**config.mk**
```make
export PLATFORM = sky130hd
export DESIGN_NAME = rle_image_decompressor
export DESIGN_NICKNAME = d
export VERILOG_FILES = /design/src/sv/rid_pkg.sv /design/src/sv/rid_in_stage.sv /design/src/sv/rid_decode.sv /design/src/sv/rid_out_stage.sv /design/src/sv/rle_image_decompressor.sv
export SDC_FILE = /design/constraint.sdc
export NUM_CORES = 1
export LEC_CHECK = 0
export BUFFER_PORTS_ARGS = -buffer_cell sky130_fd_sc_hd__buf_2
export CORE_MARGIN = 3
export CORE_UTILIZATION = 55
export DETAILED_ROUTE_END_ITERATION = 10
export GPL_ROUTABILITY_DRIVEN = 1
export GPL_TIMING_DRIVEN = 0
export PLACE_DENSITY_LB_ADDON = 0.2
export SLEW_MARGIN = 20
export SYNTH_ARGS = -nofsm -noshare
export SYNTH_HDL_FRONTEND = slang
export SYNTH_HIERARCHICAL = 1
export SYNTH_SLANG_ARGS = --single-unit
```
**constraint.sdc**
```tcl
create_clock -name clk -period 6.8 [get_ports clk]
set_input_delay 1.36 -clock clk [delete_from_list [all_inputs] [get_ports clk]]
set_output_delay 1.36 -clock clk [all_outputs]
set_load 0.005 [all_outputs]
```
**src/sv/rid_pkg.sv**
```systemverilog
`timescale 1ns / 1ps
// Shared types and constants for the run-length image decoder.
// No dependencies; imported by every rid_* module and the top level.
package rid_pkg;

  localparam int LENGTH_BITS = 24;
  localparam int COUNT_BITS  = 14;
  localparam int RAW_BITS    = 16;

  localparam logic [7:0]  HEADER_BYTE0 = 8'h1A;
  localparam logic [7:0]  HEADER_BYTE1 = 8'h01;
  localparam logic [15:0] RUN_FLAG     = 16'h4000;
  localparam logic [15:0] RUN_MASK     = 16'h3FFF;
  localparam logic [LENGTH_BITS-1:0] MIN_LENGTH  = LENGTH_BITS'(7);
  localparam logic [LENGTH_BITS-1:0] TRAILER_LEN = LENGTH_BITS'(5);

  typedef enum logic [1:0] {
    ST_OK     = 2'd0,
    ST_SHORT  = 2'd1,
    ST_HEADER = 2'd2,
    ST_TRUNC  = 2'd3
  } status_t;

  typedef struct packed {
    logic                  out_valid;
    logic [7:0]            out_value;
    logic [COUNT_BITS-1:0] out_count;
    logic                  done_res;
    status_t               status;
  } result_t;

endpackage

```
**src/sv/rid_in_stage.sv**
```systemverilog
`timescale 1ns / 1ps
// Input register of the run-length image decoder: holds one compressed byte.
// Depends on rid_pkg.
module rid_in_stage import rid_pkg::*; (
  input  logic       clk,
  input  logic       rst,
  input  logic       req_valid,
  output logic       req_stall,
  input  logic [7:0] data_byte,
  input  logic       take,
  output logic       held_valid,
  output logic [7:0] held_byte
);

  logic       valid;
  logic [7:0] byte_q;

  // Stall only while a byte is held and the decoder cannot take it
  assign req_stall  = valid && !take;
  assign held_valid = valid;
  assign held_byte  = byte_q;

  // Load a new request whenever the register is free or being drained
  always_ff @(posedge clk) begin
    if (rst) begin
      valid <= 1'b0;
    end else if (!req_stall) begin
      valid <= req_valid;
    end
    if (req_valid && !req_stall) begin
      byte_q <= data_byte;
    end
  end

endmodule

```
**src/sv/rid_decode.sv**
```systemverilog
`timescale 1ns / 1ps
// Decode state machine: header check, command parsing, run and raw bytes.
// Depends on rid_pkg; one byte is decoded in the cycle it is taken.
module rid_decode import rid_pkg::*; (
  input  logic                   clk,
  input  logic                   rst,
  input  logic [LENGTH_BITS-1:0] stream_length,
  input  logic                   take,
  input  logic [7:0]             data_byte,
  output result_t                res
);

  typedef enum logic [2:0] {
    PH_HDR0, PH_HDR1, PH_CMDHI, PH_CMDLO, PH_VALUE, PH_RAW, PH_SKIP
  } phase_t;

  phase_t                 phase, phase_next;
  logic [LENGTH_BITS-1:0] byte_position;
  logic [7:0]             command_high_byte, command_high_byte_next;
  logic [RAW_BITS-1:0]    raw_bytes_left, raw_bytes_left_next;
  logic [COUNT_BITS-1:0]  run_count, run_count_next;
  status_t                error_status, error_status_next;

  logic [RAW_BITS-1:0]    cmd;
  logic [LENGTH_BITS:0]   raw_end;
  logic [LENGTH_BITS:0]   trailer_start;
  logic [LENGTH_BITS-1:0] last_pos;
  logic                   short_len;
  logic                   at_last;

  assign cmd           = {command_high_byte, data_byte};
  assign raw_end       = {1'b0, byte_position} + (LENGTH_BITS+1)'(1)
                         + (LENGTH_BITS+1)'(cmd);
  assign trailer_start = {1'b0, byte_position} + {1'b0, TRAILER_LEN};
  assign last_pos      = stream_length - LENGTH_BITS'(1);
  assign short_len     = stream_length < MIN_LENGTH;
  assign at_last       = byte_position == last_pos;

  // Phase update and decoded data for the current byte
  always_comb begin
    phase_next             = phase;
    command_high_byte_next = command_high_byte;
    raw_bytes_left_next    = raw_bytes_left;
    run_count_next         = run_count;
    error_status_next      = error_status;
    res                    = '0;
    unique case (phase)
      PH_HDR0: begin
        if (short_len) begin
          error_status_next = ST_SHORT;
          phase_next        = PH_SKIP;
        end else if (data_byte != HEADER_BYTE0) begin
          error_status_next = ST_HEADER;
          phase_next        = PH_SKIP;
        end else begin
          phase_next = PH_HDR1;
        end
      end
      PH_HDR1: begin
        if (data_byte != HEADER_BYTE1) begin
          error_status_next = ST_HEADER;
          phase_next        = PH_SKIP;
        end else begin
          phase_next = PH_CMDHI;
        end
      end
      PH_CMDHI: begin
        // A command may start only ahead of the trailer
        if (trailer_start < {1'b0, stream_length}) begin
          command_high_byte_next = data_byte;
          phase_next             = PH_CMDLO;
        end else begin
          phase_next = PH_SKIP;
        end
      end
      PH_CMDLO: begin
        if ((cmd & RUN_FLAG) != '0) begin
          run_count_next = COUNT_BITS'(cmd & RUN_MASK);
          phase_next     = PH_VALUE;
        end else if (raw_end > {1'b0, stream_length}) begin
          error_status_next = ST_TRUNC;
          phase_next        = PH_SKIP;
        end else if (cmd == '0) begin
          phase_next = PH_CMDHI;
        end else begin
          raw_bytes_left_next = cmd;
          phase_next          = PH_RAW;
        end
      end
      PH_VALUE: begin
        if (run_count != '0) begin
          res.out_valid = 1'b1;
          res.out_value = data_byte;
          res.out_count = run_count;
        end
        phase_next = PH_CMDHI;
      end
      PH_RAW: begin
        res.out_valid       = 1'b1;
        res.out_value       = data_byte;
        res.out_count       = COUNT_BITS'(1);
        raw_bytes_left_next = raw_bytes_left - RAW_BITS'(1);
        if (raw_bytes_left_next == '0) begin
          phase_next = PH_CMDHI;
        end
      end
      default: begin
        phase_next = PH_SKIP;
      end
    endcase
    if (at_last) begin
      res.done_res = 1'b1;
      res.status   = short_len ? ST_SHORT : error_status_next;
    end
  end

  // Advance the job state on each taken byte; clear it after the last one
  always_ff @(posedge clk) begin
    if (rst || (take && at_last)) begin
      phase             <= PH_HDR0;
      byte_position     <= '0;
      command_high_byte <= '0;
      raw_bytes_left    <= '0;
      run_count         <= '0;
      error_status      <= ST_OK;
    end else if (take) begin
      phase             <= phase_next;
      byte_position     <= byte_position + LENGTH_BITS'(1);
      command_high_byte <= command_high_byte_next;
      raw_bytes_left    <= raw_bytes_left_next;
      run_count         <= run_count_next;
      error_status      <= error_status_next;
    end
  end

  a_done_clears: assert property (@(posedge clk) disable iff (rst)
    take && res.done_res |=> byte_position == '0 && phase == PH_HDR0)
    else $error("job state not cleared after last byte");

  a_raw_nonzero: assert property (@(posedge clk) disable iff (rst)
    phase == PH_RAW |-> raw_bytes_left != '0)
    else $error("raw phase with no bytes left");

  a_data_phase: assert property (@(posedge clk) disable iff (rst)
    res.out_valid |-> phase == PH_VALUE || phase == PH_RAW)
    else $error("decoded data outside a data phase");

  a_status_done: assert property (@(posedge clk) disable iff (rst)
    res.status != ST_OK |-> res.done_res)
    else $error("status reported without done");

endmodule

```
**src/sv/rid_out_stage.sv**
```systemverilog
`timescale 1ns / 1ps
// Result register of the run-length image decoder.
// Depends on rid_pkg (result_t).
module rid_out_stage import rid_pkg::*; (
  input  logic    clk,
  input  logic    rst,
  input  logic    load_valid,
  input  result_t load_res,
  output logic    load_ready,
  output logic    res_valid,
  input  logic    res_stall,
  output result_t res_q
);

  logic valid;

  // Free when empty or when the held request leaves this cycle
  assign load_ready = !valid || !res_stall;
  assign res_valid  = valid;

  always_ff @(posedge clk) begin
    if (rst) begin
      valid <= 1'b0;
    end else if (load_ready) begin
      valid <= load_valid;
    end
    if (load_valid && load_ready) begin
      res_q <= load_res;
    end
  end

endmodule

```
**src/sv/rle_image_decompressor.sv**
```systemverilog
`timescale 1ns / 1ps
// Run-length image decompressor. Takes one compressed byte per cycle and
// gives one result per byte, at a sustained rate of one item per clock
// while res_stall is low; each byte passes the input register and is then
// decoded into the result register. Write stream_length (total bytes,
// header and trailer included) before a job; the config port is always
// ready. A result carries (out_value, out_count) when out_valid is set and
// done_res/status on the stream's last byte, after which a new job starts.
// Depends on rid_pkg, rid_in_stage, rid_decode and rid_out_stage.
module rle_image_decompressor import rid_pkg::*; (
  input  logic                   clk,
  input  logic                   rst,
  input  logic                   cfg_valid,
  output logic                   cfg_ready,
  input  logic [LENGTH_BITS-1:0] stream_length,
  input  logic                   req_valid,
  output logic                   req_stall,
  input  logic [7:0]             data_byte,
  output logic                   res_valid,
  input  logic                   res_stall,
  output logic                   out_valid,
  output logic [7:0]             out_value,
  output logic [COUNT_BITS-1:0]  out_count,
  output logic                   done_res,
  output status_t                status
);

  logic [LENGTH_BITS-1:0] length_reg;
  logic                   held_valid;
  logic [7:0]             held_byte;
  logic                   load_ready;
  logic                   take;
  result_t                dec_res;
  result_t                res_q;

  // Hold the configured stream length
  assign cfg_ready = 1'b1;
  always_ff @(posedge clk) begin
    if (rst) begin
      length_reg <= '0;
    end else if (cfg_valid && cfg_ready) begin
      length_reg <= stream_length;
    end
  end

  assign take = held_valid && load_ready;

  rid_in_stage u_in (
    .clk        (clk),
    .rst        (rst),
    .req_valid  (req_valid),
    .req_stall  (req_stall),
    .data_byte  (data_byte),
    .take       (take),
    .held_valid (held_valid),
    .held_byte  (held_byte)
  );

  rid_decode u_dec (
    .clk           (clk),
    .rst           (rst),
    .stream_length (length_reg),
    .take          (take),
    .data_byte     (held_byte),
    .res           (dec_res)
  );

  rid_out_stage u_out (
    .clk        (clk),
    .rst        (rst),
    .load_valid (held_valid),
    .load_res   (dec_res),
    .load_ready (load_ready),
    .res_valid  (res_valid),
    .res_stall  (res_stall),
    .res_q      (res_q)
  );

  assign out_valid = res_q.out_valid;
  assign out_value = res_q.out_value;
  assign out_count = res_q.out_count;
  assign done_res  = res_q.done_res;
  assign status    = res_q.status;

endmodule
```
* Word level (Yosys, flattened, before mapping)
Cells that the tools add are included.
** Word-level totals
- Register bits after elaboration :: 127
- Word-level logic and storage cells :: 81
** Operators by class
- Muxes and demuxes :: 23
- Add/subtract/negate cells :: 6
- $lt $le $gt $ge :: 3
- Bitwise operators :: 1
- Equal/unequal tests :: 12
- Reduce and logical (&&, ||, !) cells :: 20
** Operator list (count)
- $mux W16 :: 3
- $pmux W23 S2 :: 1
- $logic_not A16 Y1 :: 2
- $pmux W16 S2 :: 1
- $mux W3 :: 9
- $add A24 B1 Y25 const B :: 1
- $add A24 B3 Y25 const B :: 1
- $add A25 B16 Y25 :: 1
- $gt A25 B24 Y1 :: 1
- $lt A25 B24 Y1 :: 1
- $add A24 B1 Y24 const B :: 1
- $eq A24 B24 Y1 :: 1
- $lt A24 B3 Y1 const B :: 1
- $sub A24 B1 Y24 const B :: 1
- $mux W23 :: 1
- $pmux W3 S6 :: 1
- $sub A16 B1 Y16 const B :: 1
- $reduce_bool A14 Y1 :: 1
- $mux W2 :: 6
- $ne A8 B1 Y1 const B :: 1
- $ne A8 B5 Y1 const B :: 1
- $eq A3 B2 Y1 const B :: 2
- $eq A3 B3 Y1 const B :: 2
- $ne A2 B2 Y1 const B :: 3
- 13 further kinds :: 21

* Logic depth before layout (Yosys ltp)
Gate-level depths: netlist (run 1).
- Depth after elaboration :: 8
- Gate-level depth with buffers :: 22
- Depth with buffers taken out :: 21

* By module
The synthesis (run 1) kept the hierarchy.
** Modules (own cells, without submodules)
- rid_decode :: cells an instance 921, area each 6886.6 sq um, seq. area each 1341.3 sq um, instances 1
- rle_image_decompressor :: cells an instance 80, area each 887.1 sq um, seq. area each 480.5 sq um, instances 1
- rid_out_stage :: cells an instance 31, area each 819.5 sq um, seq. area each 800.8 sq um, instances 1
- rid_in_stage :: cells an instance 12, area each 290.3 sq um, seq. area each 260.2 sq um, instances 1

* Least setup slack after synthesis (run 1)
OpenSTA, ideal clock, no wires.
- Path kind :: flip-flop to flip-flop
- Start :: reg u_in.byte_q[0] (netlist: u_in/held_byte[0])
- End :: reg, netlist name u_out/res_q[0]
- Cell stages (with the launch flop) :: 23
- Arrival time :: 4510 ps
- Slack :: 2022 ps
- Library setup time :: 268 ps
- Path through :: edfxtp_1 > inv_1 > ha_1 > inv_1 > fa_1 > a211oi_1 > o21ai_0 > nor2b_1 > or2_2 > a41oi_1 > o21bai_1 > a21oi_1 > xnor2_1 > ha_1 > a221oi_1 > o21ai_0 > a21oi_1 > o221a_2 > a21oi_1 > clkbuf_1 > or2b_2 > a222oi_1 > a21oi_1
** Between the ends
- Cells in the longest elaborated chain, start to end :: 6
- Elaborated cells on any way between the ends :: 11
- Those cells by class :: add/sub (1); order compare (1); eq/ne (2); mux (7)
** Ends and longest elaborated chain
- start: declaration :: line rid_in_stage.sv:16 : logic [7:0] byte_q;
- start signal: assignment :: line rid_in_stage.sv:31 : byte_q <= data_byte;
- $add A25 B16 Y25 :: line rid_decode.sv:33 : + (LENGTH_BITS+1)'(cmd);
- $gt A25 B24 Y1 :: line rid_decode.sv:80 : end else if (raw_end > {1'b0, stream_length}) begin
- $mux W2 :: line rid_decode.sv:80
- $mux W2 :: line rid_decode.sv:77 : if ((cmd & RUN_FLAG) != '0) begin
- $pmux W2 S3 * :: line rid_decode.sv:47 : unique case (phase)
- $mux W2 * :: line rid_decode.sv:113 : res.status = short_len ? ST_SHORT : error_status_next;
Every way passes the cells marked *; elsewhere a longest branch is shown, timed or not.
A chain may end at the register's enable or synchronous reset.

* Worst setup path after layout (run 1)
- Start :: reg u_in.byte_q[0] (netlist: u_in/held_byte[0])
- End :: reg u_dec.raw_bytes_left[14]
** Between the ends
- Cells in the longest elaborated chain, start to end :: 4
- Elaborated cells on any way between the ends :: 6
- Those cells by class :: add/sub (1); order compare (1); eq/ne (2); reduce/logical (2)
** Ends and longest elaborated chain
- $add A25 B16 Y25 :: line rid_decode.sv:33
- $gt A25 B24 Y1 :: line rid_decode.sv:80
- $ne A2 B2 Y1 (no source line)
- $reduce_and A5 Y1 (no source line) *
- end signal: assignment :: line rid_decode.sv:130 : raw_bytes_left <= raw_bytes_left_next;
- end: declaration :: line rid_decode.sv:20 : logic [RAW_BITS-1:0] raw_bytes_left, raw_bytes_left_next;
Marked as above.

==> summary.txt, run 1 <==
Pwr
  • VDD IR max: approximately 0.17 mV
  • Clock power share: 0.443
  • Logic gate share of total power: 0.139
  • Power Dens Cells: 199.2 mW/mm2
  • Register share of total power: 0.418
  • Sw Share: 0.2994
  • P_leak: approximately 4.1 nW
  • Internal: roughly 1.4 mW
  • Switching power of the nets: 598.8 uW
  • Design Power: 2.000 mW

Final layout
  • Max reg flops: 26
  • Area Overhead vs Synth: 12.99%
  • ANT cells: 0
  • Final core utilization: 0.6482
  • Fillcell total: between 1000 and 1500
  • Fin cells: between 1000 and 1500
  • Final nets: 1233
  • Layout cells sized above 1: 0.1194
  • Final instance area: roughly 0.01 mm2

Setup path
  • WP buf/inv: 3
  • Crit-path max FO: 10
  • CP required: 7.12 ns
  • Crit-path cells: inv_1 > ha_1 > inv_1 > fa_1 > a211oi_1 > o21ai_0 > nor2b_1 > or2_2 > a41oi_1 > o21bai_1 > a21oi_1 > xnor2_1 > ha_1 > a221oi_1 > o21ai_0 > a21oi_1 > o221a_2 > a21oi_1 > clkbuf_1 > o31ai_1 > o22ai_1 > and2_1
  • CP startpoint kind: flip-flop
  • Largest delay share family, worst path: compound AO/OA/AOI/OAI gates
  • CP max stage delay: 0.82 ns
  • Slowest CP cell: o31ai_1
  • Worst Setup End Kind: flip-flop
  • Critical Path AT: roughly 6.5 ns
  • WS Path Type: flip-flop to flip-flop
  • Cell repeated most along the worst path: a21oi_1

Floorplanning
  • I/O pin cnt: 66
  • Chip Height: ~130 um
  • Core region area: 0.01548 mm2
  • Die X: between 100 and 150 um
  • Die ar.: 0.01771 mm2
  • Starting Density: 0.5737
  • Core Rows: 45

Clocking
  • CTS buffer count: 17
  • Clock slew at reported path FFs: approximately 0.070 ns
  • Clock Path Buffers: 2
  • Hold buffer count at CTS: 0
  • TritonCTS clock tree: built
  • H-tree levels: 4
  • Later-pin clock latency in the skew report: between 0.4 and 0.5 ns
  • Setup bufs post-CTS: 0
  • Cts repair resizes: 0
  • Clock root buffer: clkbuf_16
  • Clk sinks: between 100 and 150

Global routing
  • Largest net degree at the start of global routing: 27
  • Vias in the first global route: roughly 7300
  • Gr ovfl total: 0
  • Number of antenna violations at the first check in global routing: 0
  • GRT Resource Usage Total: 0.2666
  • First-pass GRT wire length: around 38 mm

Status
  • Status: completed

Timing
  • # setup viols final: 0
  • Slew Viols, Final: 0
  • Worst-Margin Slew: approximately 0.90 ns
  • Setup TNS: 0 ns
  • Period utilization: 0.9064
  • Slew HR: 0.3968
  • Min Tclk post-route: 6.163 ns
  • RSZ-0062 raised after global routing: false
  • Skew final: 0.008392 ns
  • Fmax: 0.1622 GHz
  • Hold Vio Cnt, Final: 0

Synthesis
  • Register area share after synthesis: 0.3245
  • Share of the synthesized area in the top cell type: 0.2096
  • Top-count cell post-synth: nor2_1
  • Yosys warnings: 6
  • Post-synth top area cell: dfxtp_1
  • Cells after Synth: roughly 1000
  • Largest cells by area after synthesis: dfxtp_1 (21%), edfxtp_1 (11%), ha_1 (9.7%), nor2_1 (6.1%), xnor2_1 (5.7%)
  • Number of flops mapped to enable cells by yosys: 34
  • Synthesized area: about 0.0089 mm2
  • Ys async rst share: 0
  • Seq cells post-synth: approximately 130
  • Syn avg cell area: between 8 and 9 um2
  • Ys flop type: dfxtp_1
  • Synth cell count leaders: nor2_1 (145), dfxtp_1 (93), ha_1 (69)
  • Mapped Nets: 1151
  • Unique masters post-synth: 79

Placement
  • # placed instances: between 1000 and 1500
  • DPL Wire Length: roughly 18 mm
  • Number of I/O port buffers: 63
  • RePlAce Congestion: 0.9563
  • Placed Area: 0.009464 mm2

Drt
  • Initial drt markers: around 1000
  • Highest Signal Layer: met4
  • Met2 wire length: ~10 mm
  • Routed len/inst: 17.75 um
  • Total number of vias: 8114
  • Met3 wire length: around 2.4 mm
  • Via density: roughly 6
  • Routed Antenna Nets: 0
  • DRT Wirelength: 23.97 mm
  • M1 WL: roughly 11 mm
  • Number of remaining DRC errors: 0
  • Pre-antenna DRT Iters: 8

Job
  • Max-cap violation count: 0

Hold path
  • Hold crit path type: flip-flop to flip-flop
worst reg2reg max path, delay by kind of cell (launching register included):
kind	cells	cell delay [ns]
compound gates	12	3.21
fa+ha+maj	3	0.91
simple gates	3	0.67
buf+inv	3	0.59
flops	1	0.53
xor+xnor	1	0.16
placed cells by master, fill, tap and decap left out, drive strengths merged, types with 42 or more instances in the layout:
master / instances
inv: 52
buf: 80
o21ai: 46
xnor2: 58
a21oi: 42
nand2: 61
mux2i: 49
clkbuf: 53
ha: 69
dfxtp: 93
nor2: 146
metal layers:
layer / global-route usage / vias up
met3: 0.05627 / 52
met5: 0 / -
met1: 0.3815 / 3741
li1: - / 3933
met2: 0.4052 / 388
met4: 0.08286 / 0
cells by family (layout without fill, tap and decap cells):
group / count (synthesis) / count (layout) / synth area share
xor gates and xnor gates: 91 / 91 / 0.08972
buffers and inverters: 96 / 191 / 0.04929
adders and majority gates: 70 / 70 / 0.09944
other: 1 / 1 / 0.0004221
muxes: 50 / 50 / 0.05648
AOI/OAI and AO/OA: 186 / 186 / 0.1387
DFF: 127 / 127 / 0.3245
and+or+nand+nor: 423 / 423 / 0.2414
worst paths after layout:
| kind | from | to | slack [ns] | cells past startpoint |
|---|---|---|---|---|
| worst min register to register | length_reg[2] | length_reg[2] | 0.49 | 2 |
| worst max-delay path | u_in/held_byte[0] | u_dec/raw_bytes_left[14] | 0.64 | 22 |
| worst min-delay path | length_reg[2] | length_reg[2] | 0.49 | 2 |
| worst max register to register | u_in/held_byte[0] | u_dec/raw_bytes_left[14] | 0.64 | 22 |
power groups by stage:
stage | clock, mW | combinational [mW] | sequential (mW)
after detailed placement | 0 | 0.271 | 0.851
final | 0.886 | 0.279 | 0.836
after CTS | 0.894 | 0.273 | 0.834
after global placement | 0 | 0.266 | 0.851
after global routing | 0.934 | 0.309 | 0.838
after floorplan | 0 | 0.197 | 0.839
stage by stage:
step	worst slack, ns	hold WS, ns
after floorplan	2.022	0.4546
after global placement	0.8971	0.4761
after detailed placement	0.9015	0.4820
after CTS	0.8596	0.4967
after global routing	0.4650	0.5318
final	0.6366	0.4901
final cells by class:
class | count | area, um2 | area share
Tap cell | 211 | 264.0 | 0.02630
Timing Repair Buffer | 63 | 315.3 | 0.03141
Buffer | 53 | 276.5 | 0.02755
Clock inverter | 15 | 147.6 | 0.01471
Sequential cell | 127 | 2883 | 0.2872
Clock buffer | 17 | 425.4 | 0.04238
Inverter | 43 | 161.4 | 0.01608
Multi-Input combinational cell | 821 | 5564 | 0.5544
Note: power is estimated with default switching activity, not from simulation.
==> inputs of run 2 (changes only) <==
--- a/config.mk
+++ b/config.mk
@@ -12,6 +12,7 @@
 export GPL_ROUTABILITY_DRIVEN = 1
 export GPL_TIMING_DRIVEN = 0
 export PLACE_DENSITY_LB_ADDON = 0.2
+export REMOVE_ABC_BUFFERS = 1
 export SLEW_MARGIN = 20
 export SYNTH_ARGS = -nofsm -noshare
 export SYNTH_HDL_FRONTEND = slang
==> run 2 against run 1 <==
Net effect: final cell count decreased by 3.6%; first-iteration DRC count fell by 43%; fmax rose by 3.5%; critical path type unchanged; highest routed layer unchanged.
==> summary.txt, run 2 (synthesized netlist as in run 1, its figures left out) <==
Status
  • Status: completed

Drt
  • DRT Wirelength: between 20 and 25 mm
  • Total number of vias: 7883
  • Routed Antenna Nets: 0
  • Routed len/inst: approximately 18 um
  • Via density: 6.059
  • Pre-antenna DRT Iters: 5
  • Number of remaining DRC errors: 0
  • Initial drt markers: between 500 and 600

Timing
  • Hold Vio Cnt, Final: 0
  • Skew final: a little over 0.009 ns
  • Worst-Margin Slew: around 0.83 ns
  • Slew HR: 0.4449
  • Slew Viols, Final: 0
  • # setup viols final: 0
  • Fmax: ~0.17 GHz
  • RSZ-0062 raised after global routing: false
  • Setup TNS: 0 ns
  • Min Tclk post-route: ~6.0 ns
  • Period utilization: 0.8759

Setup path
  • CP max stage delay: ~0.7 ns
  • CP required: 7.09 ns
  • CP startpoint kind: flip-flop
  • Worst Setup End Kind: flip-flop
  • WS Path Type: flip-flop to flip-flop
  • Slowest CP cell: a21oi_1
  • Critical Path AT: around 6.3 ns
  • Largest delay share family, worst path: compound AO/OA/AOI/OAI gates
  • WP buf/inv: 2
  • R2R depth: 21
  • Crit-path max FO: 11
  • Logic depth of the worst path, buffers included: 21
  • Crit-path cells: inv_1 > ha_1 > inv_1 > fa_1 > a211oi_1 > o21ai_0 > nor2b_1 > or2_2 > a41oi_1 > o21bai_1 > a21oi_1 > xnor2_1 > ha_1 > nand3_1 > or3_1 > nor2_1 > o221ai_1 > a21oi_1 > nor2_1 > o21ai_0 > a221oi_1

Pwr
  • VDD IR max: 0.1850 mV
  • P_leak: ~4.0 nW
  • Power Dens Cells: around 200 mW/mm2

Clocking
  • Cts repair resizes: 0
  • Later-pin clock latency in the skew report: ~0.43 ns
  • Setup bufs post-CTS: 0
  • Clk sinks: 127
  • TritonCTS clock tree: built
  • Clock slew at reported path FFs: roughly 0.06 ns
  • CTS buffer count: 17
  • Clock Path Buffers: 2
  • Hold buffer count at CTS: 0
  • Clock root buffer: clkbuf_16
  • H-tree levels: 4

Placement
  • RePlAce Congestion: 0.9306
  • DPL Wire Length: 16.86 mm
  • Placed Area: 0.009279 mm2
  • Number of I/O port buffers: 64

Final layout
  • Final nets: ~1200
  • ANT cells: 0
  • Most common cell after layout, fill and taps aside: nor2_1
  • Area Overhead vs Synth: 11.04%
  • Layout cells sized above 1: 0.1128
  • Leading cell types in the layout, fill and taps excluded: nor2_1 (145), dfxtp_1 (93), ha_1 (69), buf_2 (64), nand2_1 (61)
  • Max reg flops: 26
  • Final instance area: approximately 0.0099 mm2

Hold path
  • Hold crit path type: flip-flop to flip-flop
  • Hold Path Cell Cnt: 2

Floorplanning
  • Starting Density: 0.5737
  • I/O pin cnt: 66
  • Chip Height: 133.1 um
  • Core region area: approximately 0.015 mm2
  • Die ar.: 0.01771 mm2
  • Core Rows: 45
  • Die X: 133.1 um

Global routing
  • Largest net degree at the start of global routing: 35
  • First-pass GRT wire length: around 37 mm
  • GRT Resource Usage Total: 0.2594
  • Vias in the first global route: about 7300
  • Gr ovfl total: 0
  • Number of antenna violations at the first check in global routing: 0

Job
  • Max-cap violation count: 0
[run 2: cell count changes in the layout (fill, tap and decap cells not counted), sizes merged]
| cell | previous run | this run |
|---|---|---|
| inv | 52 | 48 |
| clkinvlp | 2 | 3 |
| buf | 80 | 67 |
| clkbuf | 53 | 18 |
| bufinv | 0 | 2 |
[run 2: per-stage QoR]
stage          total power, mW  utilization  setup slack (ns)  hold WS (ns)  std cells
6_report                 2.012       0.6371            0.8440        0.5052       1301
5_1_grt                  2.093       0.6371            0.5105        0.5481       1301
4_1_cts                  2.022       0.6370            0.9467        0.5022       1301
3_5_place_dp             1.112       0.5993             1.001        0.4948       1269
3_3_place_gp             1.101       0.5936           -0.5078        0.4823       1266
2_1_floorplan            1.021            -             1.755        0.4598        991
[run 2: routing by layer]
layer,track usage,share of wire
met1,0.3664,0.46
met2,0.4015,0.45
met3,0.04607,0.067
met4,0.09086,0.021
met5,0,0
[run 2: worst paths after layout]
path	from	endpoint	slack [ns]
min	u_dec/raw_bytes_left[15]	u_dec/raw_bytes_left[15]	0.51
max reg2reg	u_in/held_byte[0]	u_dec/raw_bytes_left[1]	0.84
max	u_in/held_byte[0]	u_dec/raw_bytes_left[1]	0.84
min reg2reg	u_dec/raw_bytes_left[15]	u_dec/raw_bytes_left[15]	0.51
[run 2: worst min-delay path, delay by kind of cell, from the launching register on]
kind / cells / cell delay [ns]
buffers and inverters: 1 / 0.06
AOI/OAI and AO/OA: 1 / 0.06
DFF: 1 / 0.33
[run 2: layout make-up]
type,instances,area [um2]
inverters,43,161.4
repair buffers,67,395.4
flip-flops and latches,127,2883
fillers,1358,5619
clock buffers,18,429.2
well taps,211,264.0
multi-input cells,821,5577
clock inverters,14,155.1
[run 2: report_power, final]
group          switching, mW  leakage (nW)  internal [mW]
Sequential            0.0356          1.09          0.802
Combinational          0.155          2.60          0.111
Clock                  0.364         0.277          0.545
